## config.mk

```make
export PLATFORM = sky130hd
export DESIGN_NAME = slot_reel_text_reveal
export DESIGN_NICKNAME = d
export VERILOG_FILES = /design/src/srtr_pkg.sv /design/src/slot_reel_text_reveal.sv
export VERILOG_INCLUDE_DIRS = /design/src /design/src/src
export SDC_FILE = /design/constraint.sdc
export NUM_CORES = 1
export LEC_CHECK = 0
export BUFFER_PORTS_ARGS = -buffer_cell sky130_fd_sc_hd__clkbuf_2
export CAP_MARGIN = 30
export CORE_ASPECT_RATIO = 1.25
export CORE_MARGIN = 2
export CORE_UTILIZATION = 65
export CTS_BUF_LIST = sky130_fd_sc_hd__clkbuf_16
export CTS_CLUSTER_SIZE = 40
export DETAILED_ROUTE_END_ITERATION = 10
export PLACE_DENSITY = 0.92
export SKIP_LAST_GASP = 1
export SLEW_MARGIN = 20
export SYNTH_ARGS = -nofsm -noshare
export SYNTH_HDL_FRONTEND = slang
export SYNTH_SLANG_ARGS = --single-unit
```

## constraint.sdc

```tcl
create_clock -name clk_i -period 9.8 [get_ports clk_i]
set_input_delay 0.98 -clock clk_i [delete_from_list [all_inputs] [get_ports clk_i]]
set_output_delay 0.98 -clock clk_i [all_outputs]
set_load 0.05 [all_outputs]
```

## src/slot_reel_text_reveal_defines.svh

```systemverilog
// Assertion helpers for the RTL of the reveal block.
`ifndef SLOT_REEL_TEXT_REVEAL_DEFINES_SVH
`define SLOT_REEL_TEXT_REVEAL_DEFINES_SVH

// Condition that must hold at every clock edge out of reset.
`define SRTR_ASSERT_ALWAYS(lbl, cond, msg) \
  lbl: assert property (@(posedge clk_i) disable iff (!rst_ni) (cond)) \
    else $error(msg);

// Consequence that must hold in the same cycle as its antecedent.
`define SRTR_ASSERT_IMPLY(lbl, ante, cons, msg) \
  lbl: assert property (@(posedge clk_i) disable iff (!rst_ni) (ante) |-> (cons)) \
    else $error(msg);

`endif

```

## src/srtr_pkg.sv

```systemverilog
package srtr_pkg;

  // Commands carried on the input tuser.
  typedef enum logic [1:0] {
    CMD_LOAD  = 2'd0,
    CMD_START = 2'd1,
    CMD_TICK  = 2'd2,
    CMD_NONE  = 2'd3
  } cmd_e;

  // Configuration register indexes.
  typedef enum logic [1:0] {
    REG_LOCK_DELAY = 2'd0,
    REG_SPIN_DELAY = 2'd1,
    REG_CELL_COUNT = 2'd2,
    REG_SEED       = 2'd3
  } reg_e;

  typedef enum logic [2:0] {
    ST_IDLE,
    ST_TGT_RD,
    ST_TGT_OUT,
    ST_RND_SHIFT,
    ST_RND_MUL,
    ST_RND_MOD
  } state_e;

  localparam logic [7:0]  SPACE_CHAR = 8'h20;
  localparam logic [7:0]  RAND_BASE  = 8'h30;
  // 'Z' - '0' + 1
  localparam logic [6:0]  MOD_BASE   = 7'd43;
  // floor(2^37 / 43): quotient estimate is low by at most one
  localparam logic [31:0] MOD_RECIP  = 32'd3196254731;
  localparam int          MOD_SHIFT  = 37;
  localparam logic [15:0] CNT_MAX    = 16'hFFFF;

  localparam logic [15:0] LOCK_DELAY_RST = 16'd150;
  localparam logic [15:0] SPIN_DELAY_RST = 16'd50;
  localparam logic [4:0]  CELL_COUNT_RST = 5'd16;
  localparam logic [31:0] SEED_RST       = 32'd1;

  function automatic logic [31:0] xorshift32(input logic [31:0] x);
    logic [31:0] y;
    y = x ^ (x << 13);
    y = y ^ (y >> 17);
    y = y ^ (y << 5);
    return y;
  endfunction

endpackage

```

## src/slot_reel_text_reveal.sv

```systemverilog
// Slot-reel text reveal. Load beats (cmd 0) write a target character and dot
// into a per-cell store while the animation is idle; a start beat (cmd 1)
// restarts the animation from the leftmost cell; each tick beat (cmd 2) may
// lock one more cell to its target, refresh every unlocked cell with a random
// character, and, once all cells are locked, send the whole target frame with
// tuser set on its last beat. A tick that causes results is first accepted;
// then each target cell takes a registered store read and then an output
// load, and each random cell takes an xorshift step, a reciprocal multiply
// and a mod-43 correction before its output load, which the output side can
// stall. No new beat is taken until the last result of a tick is loaded
// into the output register. The store is cleared to spaces by per-cell
// valid bits, so no clearing pass follows reset.
`include "slot_reel_text_reveal_defines.svh"

module slot_reel_text_reveal #(
  parameter int DISPLAY_CELLS = 16
) (
  input  logic        clk_i,
  input  logic        rst_ni,
  // input stream
  input  logic        s_axis_tvalid,
  output logic        s_axis_tready,
  input  logic [15:0] s_axis_tdata,  // cell_req[3:0], char_code[11:4], dot[12], zero[15:13]
  input  logic [1:0]  s_axis_tuser,  // cmd[1:0]
  // result stream
  output logic        m_axis_tvalid,
  input  logic        m_axis_tready,
  output logic [15:0] m_axis_tdata,  // out_cell[3:0], out_char[11:4], out_dot[12], zero[15:13]
  output logic        m_axis_tlast,
  output logic        m_axis_tuser,  // finished[0]
  // configuration writes
  input  logic        cfg_valid_i,
  output logic        cfg_ready_o,
  input  logic [1:0]  cfg_index_i,
  input  logic [31:0] cfg_data_i
);
  import srtr_pkg::*;

  localparam int CW = (DISPLAY_CELLS > 1) ? $clog2(DISPLAY_CELLS) : 1;
  localparam int PW = $clog2(DISPLAY_CELLS + 1);
  localparam int NW = (PW > 5) ? PW : 5;

  // configuration
  logic [15:0] lock_delay_q, spin_delay_q;
  logic [4:0]  cell_count_q;
  logic [31:0] seed_q;

  // animation state
  state_e        state_q, state_d;
  logic [PW-1:0] lp_q, lp_d;
  logic [15:0]   le_q, le_d, se_q, se_d;
  logic [31:0]   rand_q, rand_d;
  logic          done_q, done_d;
  logic [PW-1:0] ctr_q, ctr_d;
  logic [PW-1:0] cells_q, cells_d;
  logic          fin_ph_q, fin_ph_d;
  logic          spin_ne_q, spin_ne_d;
  logic          all_lk_q, all_lk_d;
  logic [31:0]   x_q, x_d;
  logic [63:0]   prod_q;

  // output register
  logic        out_vld_q, out_vld_d;
  logic [3:0]  out_cell_q, out_cell_d;
  logic [7:0]  out_char_q, out_char_d;
  logic        out_dot_q, out_dot_d;
  logic        out_last_q, out_last_d;
  logic        out_fin_q, out_fin_d;

  // cell store
  logic [8:0]             mem [DISPLAY_CELLS];
  logic [DISPLAY_CELLS-1:0] vld_q;
  logic                   wr_en;
  logic [CW-1:0]          wr_addr;
  logic                   rd_en;
  logic [CW-1:0]          rd_addr;
  logic [8:0]             rd_data_q;
  logic                   rd_vld_q;

  // decode
  logic          in_acc;
  logic [3:0]    cell_req;
  logic [7:0]    char_code;
  logic          dot;
  logic [CW+3:0] req_ext;
  logic [NW-1:0] cc_ext, cells_nw;
  logic [PW-1:0] cells_now;
  logic [15:0]   le_inc, se_inc;
  logic          lock_fire, spin_fire, spin_ne, all_lk;
  logic [PW-1:0] lp_new, ctr_inc;
  logic          out_free;
  logic [PW+3:0] ctr_ext;
  logic [26:0]   quo;
  logic [13:0]   qm;
  logic [6:0]    rem_raw, rem;
  logic [7:0]    tgt_char;
  logic          tgt_dot;

  assign cell_req  = s_axis_tdata[3:0];
  assign char_code = s_axis_tdata[11:4];
  assign dot       = s_axis_tdata[12];
  assign req_ext   = {{CW{1'b0}}, cell_req};
  assign in_acc    = s_axis_tvalid && s_axis_tready;
  assign out_free  = !out_vld_q || m_axis_tready;
  assign ctr_ext   = {4'b0000, ctr_q};
  assign ctr_inc   = ctr_q + PW'(1);

  assign s_axis_tready = (state_q == ST_IDLE);
  assign cfg_ready_o   = 1'b1;

  // live cell count, clamped to 1..DISPLAY_CELLS
  always_comb begin
    cc_ext = NW'(cell_count_q);
    if (cc_ext == '0) begin
      cells_nw = NW'(1);
    end else if (cc_ext > NW'(DISPLAY_CELLS)) begin
      cells_nw = NW'(DISPLAY_CELLS);
    end else begin
      cells_nw = cc_ext;
    end
    cells_now = cells_nw[PW-1:0];
  end

  // tick bookkeeping, evaluated on the accepted beat
  always_comb begin
    le_inc    = (le_q != CNT_MAX) ? le_q + 16'd1 : le_q;
    se_inc    = (se_q != CNT_MAX) ? se_q + 16'd1 : se_q;
    lock_fire = (le_inc >= lock_delay_q) && (lp_q < cells_now);
    lp_new    = lock_fire ? lp_q + PW'(1) : lp_q;
    spin_fire = (se_inc >= spin_delay_q);
    spin_ne   = spin_fire && (lp_new < cells_now);
    all_lk    = (lp_new >= cells_now);
  end

  // mod 43 by reciprocal estimate plus one correction
  always_comb begin
    quo     = prod_q[63:MOD_SHIFT];
    qm      = quo[6:0] * MOD_BASE;
    rem_raw = x_q[6:0] - qm[6:0];
    rem     = (rem_raw >= MOD_BASE) ? rem_raw - MOD_BASE : rem_raw;
  end

  assign tgt_char = rd_vld_q ? rd_data_q[7:0] : SPACE_CHAR;
  assign tgt_dot  = rd_vld_q && rd_data_q[8];

  // next state
  always_comb begin
    state_d = state_q;
    case (state_q)
      ST_IDLE: begin
        if (in_acc && (s_axis_tuser == CMD_TICK) && !done_q) begin
          if (lock_fire || all_lk) begin
            state_d = ST_TGT_RD;
          end else if (spin_ne) begin
            state_d = ST_RND_SHIFT;
          end
        end
      end
      ST_TGT_RD: state_d = ST_TGT_OUT;
      ST_TGT_OUT: begin
        if (out_free) begin
          if (fin_ph_q) begin
            state_d = (ctr_inc < cells_q) ? ST_TGT_RD : ST_IDLE;
          end else if (spin_ne_q) begin
            state_d = ST_RND_SHIFT;
          end else if (all_lk_q) begin
            state_d = ST_TGT_RD;
          end else begin
            state_d = ST_IDLE;
          end
        end
      end
      ST_RND_SHIFT: state_d = ST_RND_MUL;
      ST_RND_MUL:   state_d = ST_RND_MOD;
      ST_RND_MOD: begin
        if (out_free) begin
          if (ctr_inc < cells_q) begin
            state_d = ST_RND_SHIFT;
          end else if (all_lk_q) begin
            state_d = ST_TGT_RD;
          end else begin
            state_d = ST_IDLE;
          end
        end
      end
      default: state_d = ST_IDLE;
    endcase
  end

  // datapath and outputs
  always_comb begin
    lp_d        = lp_q;
    le_d        = le_q;
    se_d        = se_q;
    rand_d      = rand_q;
    done_d      = done_q;
    ctr_d       = ctr_q;
    cells_d     = cells_q;
    fin_ph_d    = fin_ph_q;
    spin_ne_d   = spin_ne_q;
    all_lk_d    = all_lk_q;
    x_d         = x_q;
    wr_en       = 1'b0;
    wr_addr     = req_ext[CW-1:0];
    rd_en       = 1'b0;
    rd_addr     = ctr_q[CW-1:0];
    out_vld_d   = out_vld_q && !m_axis_tready;
    out_cell_d  = out_cell_q;
    out_char_d  = out_char_q;
    out_dot_d   = out_dot_q;
    out_last_d  = out_last_q;
    out_fin_d   = out_fin_q;

    case (state_q)
      ST_IDLE: begin
        if (in_acc) begin
          case (s_axis_tuser)
            CMD_LOAD: begin
              wr_en = done_q && (32'(cell_req) < 32'(DISPLAY_CELLS));
            end
            CMD_START: begin
              le_d   = '0;
              se_d   = '0;
              lp_d   = '0;
              rand_d = seed_q | 32'd1;
              done_d = 1'b0;
            end
            CMD_TICK: begin
              if (!done_q) begin
                le_d        = lock_fire ? '0 : le_inc;
                se_d        = spin_fire ? '0 : se_inc;
                lp_d        = lp_new;
                done_d      = all_lk;
                cells_d     = cells_now;
                spin_ne_d   = spin_ne;
                all_lk_d    = all_lk;
                if (lock_fire) begin
                  ctr_d    = lp_q;
                  fin_ph_d = 1'b0;
                end else if (spin_ne) begin
                  ctr_d = lp_new;
                end else begin
                  ctr_d    = '0;
                  fin_ph_d = 1'b1;
                end
              end
            end
            default: ;
          endcase
        end
      end
      ST_TGT_RD: begin
        rd_en = 1'b1;
      end
      ST_TGT_OUT: begin
        if (out_free) begin
          out_vld_d  = 1'b1;
          out_cell_d = ctr_ext[3:0];
          out_char_d = tgt_char;
          out_dot_d  = tgt_dot;
          if (fin_ph_q) begin
            out_last_d = !(ctr_inc < cells_q);
            out_fin_d  = !(ctr_inc < cells_q);
            ctr_d      = ctr_inc;
          end else begin
            // locked cell: spin or final frame may follow
            out_last_d = !spin_ne_q && !all_lk_q;
            out_fin_d  = 1'b0;
            if (spin_ne_q) begin
              ctr_d = lp_q;
            end else begin
              ctr_d    = '0;
              fin_ph_d = 1'b1;
            end
          end
        end
      end
      ST_RND_SHIFT: begin
        x_d    = xorshift32(rand_q);
        rand_d = x_d;
      end
      ST_RND_MUL: ;
      ST_RND_MOD: begin
        if (out_free) begin
          out_vld_d  = 1'b1;
          out_cell_d = ctr_ext[3:0];
          out_char_d = RAND_BASE + {1'b0, rem};
          out_dot_d  = 1'b0;
          out_last_d = !(ctr_inc < cells_q) && !all_lk_q;
          out_fin_d  = 1'b0;
          if (ctr_inc < cells_q) begin
            ctr_d = ctr_inc;
          end else begin
            ctr_d    = '0;
            fin_ph_d = 1'b1;
          end
        end
      end
      default: ;
    endcase
  end

  always_ff @(posedge clk_i or negedge rst_ni) begin
    if (!rst_ni) begin
      lock_delay_q <= LOCK_DELAY_RST;
      spin_delay_q <= SPIN_DELAY_RST;
      cell_count_q <= CELL_COUNT_RST;
      seed_q       <= SEED_RST;
    end else if (cfg_valid_i && cfg_ready_o) begin
      case (cfg_index_i)
        REG_LOCK_DELAY: lock_delay_q <= cfg_data_i[15:0];
        REG_SPIN_DELAY: spin_delay_q <= cfg_data_i[15:0];
        REG_CELL_COUNT: cell_count_q <= cfg_data_i[4:0];
        REG_SEED:       seed_q       <= cfg_data_i;
        default: ;
      endcase
    end
  end

  always_ff @(posedge clk_i or negedge rst_ni) begin
    if (!rst_ni) begin
      state_q     <= ST_IDLE;
      lp_q        <= '0;
      le_q        <= '0;
      se_q        <= '0;
      rand_q      <= 32'd1;
      done_q      <= 1'b1;
      ctr_q       <= '0;
      cells_q     <= '0;
      fin_ph_q    <= 1'b0;
      spin_ne_q   <= 1'b0;
      all_lk_q    <= 1'b0;
      out_vld_q   <= 1'b0;
      vld_q       <= '0;
      rd_vld_q    <= 1'b0;
    end else begin
      state_q     <= state_d;
      lp_q        <= lp_d;
      le_q        <= le_d;
      se_q        <= se_d;
      rand_q      <= rand_d;
      done_q      <= done_d;
      ctr_q       <= ctr_d;
      cells_q     <= cells_d;
      fin_ph_q    <= fin_ph_d;
      spin_ne_q   <= spin_ne_d;
      all_lk_q    <= all_lk_d;
      out_vld_q   <= out_vld_d;
      if (wr_en) begin
        vld_q[wr_addr] <= 1'b1;
      end
      if (rd_en) begin
        rd_vld_q <= vld_q[rd_addr];
      end
    end
  end

  always_ff @(posedge clk_i) begin
    x_q        <= x_d;
    prod_q     <= x_q * MOD_RECIP;
    out_cell_q <= out_cell_d;
    out_char_q <= out_char_d;
    out_dot_q  <= out_dot_d;
    out_last_q <= out_last_d;
    out_fin_q  <= out_fin_d;
  end

  // cell store: one write port, one registered read port
  always_ff @(posedge clk_i) begin
    if (wr_en) begin
      mem[wr_addr] <= {dot, char_code};
    end
    if (rd_en) begin
      rd_data_q <= mem[rd_addr];
    end
  end

  assign m_axis_tvalid = out_vld_q;
  assign m_axis_tdata  = {3'b000, out_dot_q, out_char_q, out_cell_q};
  assign m_axis_tlast  = out_last_q;
  assign m_axis_tuser  = out_fin_q;

  `SRTR_ASSERT_IMPLY(a_fin_is_last, out_vld_q && out_fin_q, out_last_q, "finished beat without tlast")
  `SRTR_ASSERT_ALWAYS(a_lp_range, 32'(lp_q) <= DISPLAY_CELLS, "lock pointer beyond display")
  `SRTR_ASSERT_IMPLY(a_rd_range, state_q == ST_TGT_RD, 32'(ctr_q) < DISPLAY_CELLS, "store read out of range")
  `SRTR_ASSERT_IMPLY(a_spin_unlocked, state_q == ST_RND_SHIFT, ctr_q >= lp_q, "spinning a locked cell")
  `SRTR_ASSERT_IMPLY(a_final_done, state_q == ST_TGT_RD && fin_ph_q, done_q, "final frame while not done")
  `SRTR_ASSERT_IMPLY(a_rand_nonzero, !done_q, rand_q != 32'd0, "generator state stuck at zero")

endmodule

```

Yosys cells after proc, flatten, opt, wreduce, memory -nomap -nowiden
Memories as Yosys holds them, arrays and structs flattened. A register that Yosys moved wholly into a read port is not among the register bits.
Cells that the tools add are included.
Widths: inputs -> output; s select.
Operators by class
  $add $sub $neg: 7
  multipliers: 2
  div/mod/pow operators: 0
  order comparisons: 11
  eq/ne operators: 23
  shift operators: 0
  mux-type cells: 78
  bitwise gates (word level): 5
  reduce and logical (&&, ||, !) cells: 40
Operators with widths (number)
  $mux 16: 6
  $mux 5: 14
  $mux 32: 2
  $pmux 16 s2: 2
  $pmux 32 s2: 1
  $xor 32x32->32: 2
  $mul 32x32->44 const B: 1
  $add 16x1->16 const B: 2
  $ge 16x16->1: 2
  $ne 16x16->1 const B: 2
  $xor 32x15->32: 1
  $mux 1: 30
  $mux 8: 3
  $mux 3: 6
  $pmux 3 s6: 1
  $or 16x16->16: 1
  $pmux 8 s2: 1
  $lt 5x5->1: 3
  $pmux 5 s3: 1
  $reduce_and 4->1: 3
  $add 5x1->5 const B: 2
  $logic_and 1x1->1: 10
  $lt 4x5->1 const B: 2
  $ne 2x2->1 const B: 5
  other kinds (36): 63
Storage, ports and cells
  bits in registers: 264
  bits in latches: 0
  memory bits (writable): 144
  bits in read-only memories: 0
  bits of input ports: 57
  word-level logic and storage cells: 192
  memories kept: 1
Memory list
  mem: depth 16, width 9, rd ports 1, clocked after memory_dff 1, wr ports 1, RTL line slot_reel_text_reveal.sv:71  | logic [8:0] mem [DISPLAY_CELLS];

Logic depth before layout (Yosys ltp)
Gate-level depths: netlist of run 1.
  word-level depth: 14
  mapped depth: 25

Worst setup path before layout of run 1
OpenSTA, ideal clock, no wires.
  path kind: register to register
  start: register x_q[15]
  end: register prod_q[43]
  library setup time: 0.078 ns
  arrival: 6.902 ns
  setup slack: 2.820 ns
  cell stages (with the launch flop): 24
  buffers on the path: 0
  period minus slack after synthesis: 6.980 ns
  cell sequence: edfxtp_1 > inv_1 > fa_1 > inv_1 > fa_1 > inv_1 > fa_1 > inv_1 > fa_1 > fa_1 > fa_1 > fa_1 > inv_1 > fa_1 > inv_1 > ha_1 > and3_1 > a221oi_1 > o21bai_1 > or3_1 > a211oi_2 > nor3_2 > o211a_1 > nor3_1
Between the ends
  longest elaborated chain between the ends: 1
RTL lines
  start: declaration: RTL line slot_reel_text_reveal.sv:59  | logic [31:0] x_q, x_d;
  start signal: assignment: RTL line slot_reel_text_reveal.sv:359  | x_q <= x_d;
  $mul 32x32->44: RTL line slot_reel_text_reveal.sv:360  | prod_q <= x_q * MOD_RECIP;
  end signal: assignment: RTL line slot_reel_text_reveal.sv:360
  end: declaration: RTL line slot_reel_text_reveal.sv:60  | logic [63:0] prod_q;
Every way passes these cells.
A chain may end at the register's enable or synchronous reset.

Final worst setup path of run 1
  start: register x_q[17]
  end: register prod_q[43]
Same word-level chain as after synthesis.

==> results.ini, run 1 <==
[sta]
finalSetupViolations=0
fin_skew_ns=0.0203
fmaxAchievable_mhz=120
fin_setup_tns_ns=0
rsz0062_at_grt=no
period_share_pct=85.0
tightest_slew_ns=1.02
max-slew-margin-rel_pct=30.1
slew_viol_final=0
period_needed_ns=8.33
timing.final.hold_violations=0

[cts]
cts_resized=0
cts_buffers=31
clk_pin_slew_worst_paths_ns=0.07
cts_buffer_depth=3
post_cts_buffers=0
clock-sinks=379
cts_tree=done
htree_levels=1
cts-root-buf=clkbuf_16
cts_hold_buf=0
clock_latency_ns=0.60

[global_routing]
grt.overflow.total=0
grt_pass1_vias=22104
grt_usage_pct=33.6
antenna_found_initial=1
grt_max_degree=112
grt_pass1_wl_um=122000

[layout]
diodes=0
n_fill_cell=3000
final_common_cell=inv_1
nets=3357
drive_gt1_share_pct=11.4
area_growth_pct=6.93
layout_common_cells=639 x inv_1, 320 x ha_1, 305 x fa_1, 200 x edfxtp_1, 161 x dfrtp_1

[synth]
syn_area_um2=30100
yosys_warnings=0
yosys_register_bits=379
synth_cell_types=81
syn_inst=2598
ys_seq_area_share_pct=34.7
async_flop_share_pct=45.4
synth_flop_cell=edfxtp_1
avgSynthCellArea_um2=11.6
synth-edff-count=200

[detailed_routing]
initialDrtViolationCount=1870
dr.pass1.iters=8
vias=20149
route.detailed.drc=0
vias_per_cell=6.13
finalWirelength_um=77600
route.antenna.remaining_nets=0
wl_per_cell_um=23.6

[die]
start_util_pct=65.6
rows=88
core_area_um2=45900
die_y_um=245
num_io_pins=78
die_width_um=197
dieArea_um2=48100

[critical_path]
arrival_ns=8.84
crit_start=x_q[17]
cp_max_fo=7
worstRegToRegCells=23
crit_path_end=prod_q[43]
r2r_setup_slack_ns=1.47
worstSetupEndpointType=register
rr_endpoint=prod_q[43]
r2r_start=x_q[17]
setup.worst_path.class=reg -> reg
start_kind=register
cp.required_ns=10.31

[place]
routabilityCongestion=0.989
port_buffers=70
hpwl_um=58000

[flow_run]
maxCapViolCount=0

[run_status]
status=finished clean

[worst_hold_path]
hp-class=in -> async

## metal layers
layer | vias to the layer above | wire (µm) | share of wire [%] | track usage (%)
li1 | 8679 | - | - | -
met1 | 10139 | 26700 | 34 | 38.7
met2 | 1016 | 40400 | 52 | 60.8
met3 | 313 | 4880 | 6.3 | 3.70
met4 | 2 | 5620 | 7.2 | 19.8
met5 | - | 13 | 0.017 | 0
## cells by family after synthesis
kind of cell               synth area share [%]
other                                    0.0249
xor gates and xnor gates                   4.21
muxes                                      6.04
adders and majority gates                  33.6
DFF                                        34.7
buffers and inverters                      8.71
AOI/OAI and AO/OA                          7.06
and+or+nand+nor                            5.65
## worst max-delay path: stages (launching register included)
cell and delay [ns]:
edfxtp_1 0.69, inv_1 0.31, fa_1 0.61, inv_1 0.07, fa_1 0.50, inv_1 0.06
fa_1 0.53, inv_1 0.05, fa_1 0.47, fa_1 0.51, fa_1 0.53, fa_1 0.55
inv_1 0.06, fa_1 0.54, inv_1 0.05, ha_1 0.31, and3_1 0.22, a221oi_1 0.56
o21bai_1 0.29, or3_1 0.39, a211oi_2 0.36, nor3_2 0.13, o211a_1 0.25, nor3_1 0.19
## cell usage after synthesis, drive strengths merged, types with 8 or more instances
cell type,instances,area (µm²)
or2,19,119
a22o,34,298
inv,634,2380
clkbuf,32,120
o21ai,69,349
or3,11,73.8
mux4,50,1130
xor2,31,272
o21a,14,105
a21oi,61,309
a21o,51,383
nor3,24,130
nand2,101,382
a22oi,15,113
mux2,57,642
nand2b,13,81.3
dfrtp,162,4050
a31oi,8,50.1
fa,305,6110
buf,23,118
and3,15,93.8
a211oi,9,72.6
edfxtp,200,6010
nand3,40,200
nand4,16,100
and2,8,50.1
xnor2,106,928
dfstp,10,263
ha,320,4000
nor2,62,235
## how the worst min path moves through the flow
stage | from | end | slack [ns] | cells past startpoint
detailed placement | vld_q[2] | vld_q[2] | 0.45 | 1
CTS | vld_q[1] | vld_q[1] | 0.48 | 1
global placement | vld_q[10] | vld_q[10] | 0.45 | 1
finish | rst_ni | cells_q[4] | 0.25 | 1
floorplan | ctr_q[2] | out_cell_q[2] | 0.42 | 0
global route | rst_ni | vld_q[9] | 0.25 | 1
## per-stage QoR
step	cells	utilization [%]	instance area (µm²)	setup WS, ns	hold WS [ns]
final	3285	70.1	32200	1.47	0.247
after global routing	3285	70.1	32200	1.21	0.250
after CTS	3278	70.0	32100	1.58	0.479
after detailed placement	3220	67.9	31200	1.61	0.454
after global placement	3216	67.8	31100	1.71	0.446
after floorplan	2600	-	30100	2.82	0.423
## flip-flops by register name (all words and copies together), names as in the netlist, 4 cells and up
register      cells
mem             144
rand_q           32
x_q              32
seed_q           31
le_q             16
lock_delay_q     16
se_q             16
spin_delay_q     16
vld_q            16
rd_data_q         9
out_char_q        8
prod_q            7
cc_ext            5
cells_q           5
ctr_q             5
lp_q              5
out_cell_q        4
## cell type report
class                      count  area [µm²]  area share, %
clock buffer                  31         776           2.41
sequential                   379       10500           32.5
tap                          585         732           2.27
timing repair buffer          97         586           1.82
multi-input combinational   1531       17100           53.1
inverter                     635        2380           7.41
clock inverter                27         173          0.536
Power of run 1 is not shown: default switching activity piles up to over one toggle a cycle in this logic, so the estimate is an artifact.
==> run 2: changes to the inputs <==
Settings changed: CORE_UTILIZATION 65 to 58, PLACE_DENSITY 0.92 to 0.88.
Clock period 9.8 ns to 6.95 ns, I/O delays scaled along.
==> run 2 against run 1 <==
  * The flow now finishes with violations (negative setup slack)
  * Critical path depth shrank 1
  * Register-to-register slack worse by 1.5 ns
  * Setup slack got worse by 1.5 ns
  * Via count is 1.0% higher
  * Worst hold slack got worse by 0.056 ns
  * Wire length is 0.55% higher
==> results.ini, run 2 (synthesis gave the netlist of run 1 again) <==
[place]
hpwl_um=60300  ; +3.9%
port_buffers=70  ; unchanged
pre_cts_ws_ns=-0.440  ; -2.05 ns
routabilityCongestion=0.979  ; -1.1%

[layout]
top_regs=mem x144, rand_q x32, x_q x32
layout_common_cells=603 x inv_1, 301 x ha_1, 300 x fa_1, 200 x edfxtp_1, 160 x dfrtp_1
regMostFlops=mem
n_fill_cell=3637  ; +21%
seq_area_um2=10500  ; about the same
final_common_cell=inv_1
drive_gt1_share_pct=18.2  ; +6.8 points
nets=3485  ; +3.8%
largest_reg_flops=144  ; unchanged
area_growth_pct=12.5
multiInputGateArea_um2=17400  ; +2.1%

[critical_path]
cp.required_ns=7.36  ; -2.95 ns
setup.worst_path.class=reg -> reg
worstSetupEndpointType=register
cp_max_fo=4  ; -3
start_kind=register
arrival_ns=7.42  ; -1.42 ns

[detailed_routing]
finalWirelength_um=78100  ; +0.55%
route.detailed.drc=0  ; unchanged
vias_per_cell=5.82  ; -5.1%
met1_length_um=27900  ; +4.5%
wl_met2_um=41100  ; +1.6%
vias=20355  ; +1.0%
wl_met3_um=4280  ; -12%
dr.pass1.iters=8  ; unchanged
highest_layer=met4
wl_per_cell_um=22.3  ; -5.5%
route.antenna.remaining_nets=0  ; unchanged
initialDrtViolationCount=1871  ; +0.053%

[global_routing]
grt_max_degree=89  ; -21%
antenna_found_initial=2  ; +1
grt_pass1_wl_um=123000  ; +0.26%
grt.overflow.total=0  ; unchanged
grt_usage_pct=29.5  ; -4.1 points
grt_pass1_vias=22359  ; +1.2%

[sta]
finalSetupViolations=3  ; +3
fin_setup_tns_ns=-0.115  ; -0.115 ns
setup_slack_ns=-0.0576  ; -1.53 ns
fmaxAchievable_mhz=143  ; +19%
timing.final.hold_violations=0  ; unchanged
slew_viol_final=0  ; unchanged
fin_skew_ns=0.0340  ; +0.0137 ns
rsz0062_at_grt=yes
tightest_slew_ns=1.05  ; +0.0243 ns
max-slew-margin-rel_pct=28.4  ; -1.7 points
period_share_pct=101  ; +16 points
period_needed_ns=7.01  ; -1.32 ns

[cts]
cts_tree=done
cts_hold_buf=0  ; unchanged
cts_buffers=34  ; +9.7%
cts-root-buf=clkbuf_16
cts_buffer_depth=3  ; unchanged
htree_levels=2  ; +1
clock-sinks=379  ; unchanged
clk_pin_slew_worst_paths_ns=0.07  ; about the same
clock_latency_ns=0.55  ; -0.05 ns

[run_status]
status=complete, but fails checks
violations=negative setup slack

[die]
start_util_pct=58.6  ; -7.0 points
core_area_um2=51400  ; +12%
die_width_um=208  ; +5.7%
rows=93  ; +5.7%
die_y_um=259  ; +5.8%
num_io_pins=78  ; unchanged
dieArea_um2=53800  ; +12%

[worst_hold_path]
hp-class=in -> async

[flow_run]
maxCapViolCount=0  ; unchanged

[run 2: critical path, stage by stage, from the launching register on]
cell      delay [ns]
edfxtp_1        0.49
inv_2           0.08
fa_1            0.53
buf_4           0.16
buf_4           0.13
fa_1            0.55
inv_1           0.06
fa_1            0.55
fa_1            0.45
fa_1            0.53
fa_1            0.48
fa_1            0.55
fa_1            0.43
ha_1            0.33
a21oi_2         0.22
o21ai_1         0.11
o21a_1          0.14
or3_4           0.34
a211oi_4        0.22
buf_6           0.16
nor3_4          0.05
nor3_1          0.25
nor3_2          0.07
[run 2: path summary, 6_finish.rpt]
kind | start | end | slack [ns] | depth (start not counted)
max | x_q[6] | prod_q[43] | -0.06 | 22
min | rst_ni | vld_q[14] | 0.19 | 1
max reg2reg | x_q[6] | prod_q[43] | -0.06 | 22
min reg2reg | vld_q[10] | vld_q[10] | 0.49 | 1
max in group asynchronous | rst_ni | se_q[0] | 5.44 | 3
min in group clk_i | cfg_data_i[22] | seed_q[22] | 0.39 | 2
[run 2: final cells by class]
cell class                 count  share of cell area (%)
antenna                        2                  0.0148
tap                          665                    2.46
sequential                   379                    30.9
clock inverter                27                   0.753
inverter                     635                    7.04
timing repair buffer         222                    4.78
clock buffer                  35                    2.59
multi-input combinational   1531                    51.5
[run 2: layer usage]
layer / vias to the layer above / global-route usage [%]
met3: 266 / 3.08
met5: - / 0
li1: 8943 / -
met2: 878 / 53.6
met4: 0 / 15.6
met1: 10268 / 34.7
[run 2: stage by stage]
step	util [%]	std cells	instance area (µm²)	hold slack (ns)
detailed placement	62.5	3408	32100	0.461
floorplan	-	2600	30100	0.399
finish	65.9	3496	33900	0.191
global placement	62.3	3400	32000	0.446
CTS	64.9	3473	33400	0.230
global route	65.9	3495	33900	0.272
[run 2: timing repair]
| item | CTS | global route |
|---|---|---|
| endpoints found under the setup margin | 6 | 7 |
| resized for setup | 19 | 89 |
| pin swaps | 16 | 70 |
| buffers inserted | 3 | 18 |
Power of run 2 is left out for the same reason.
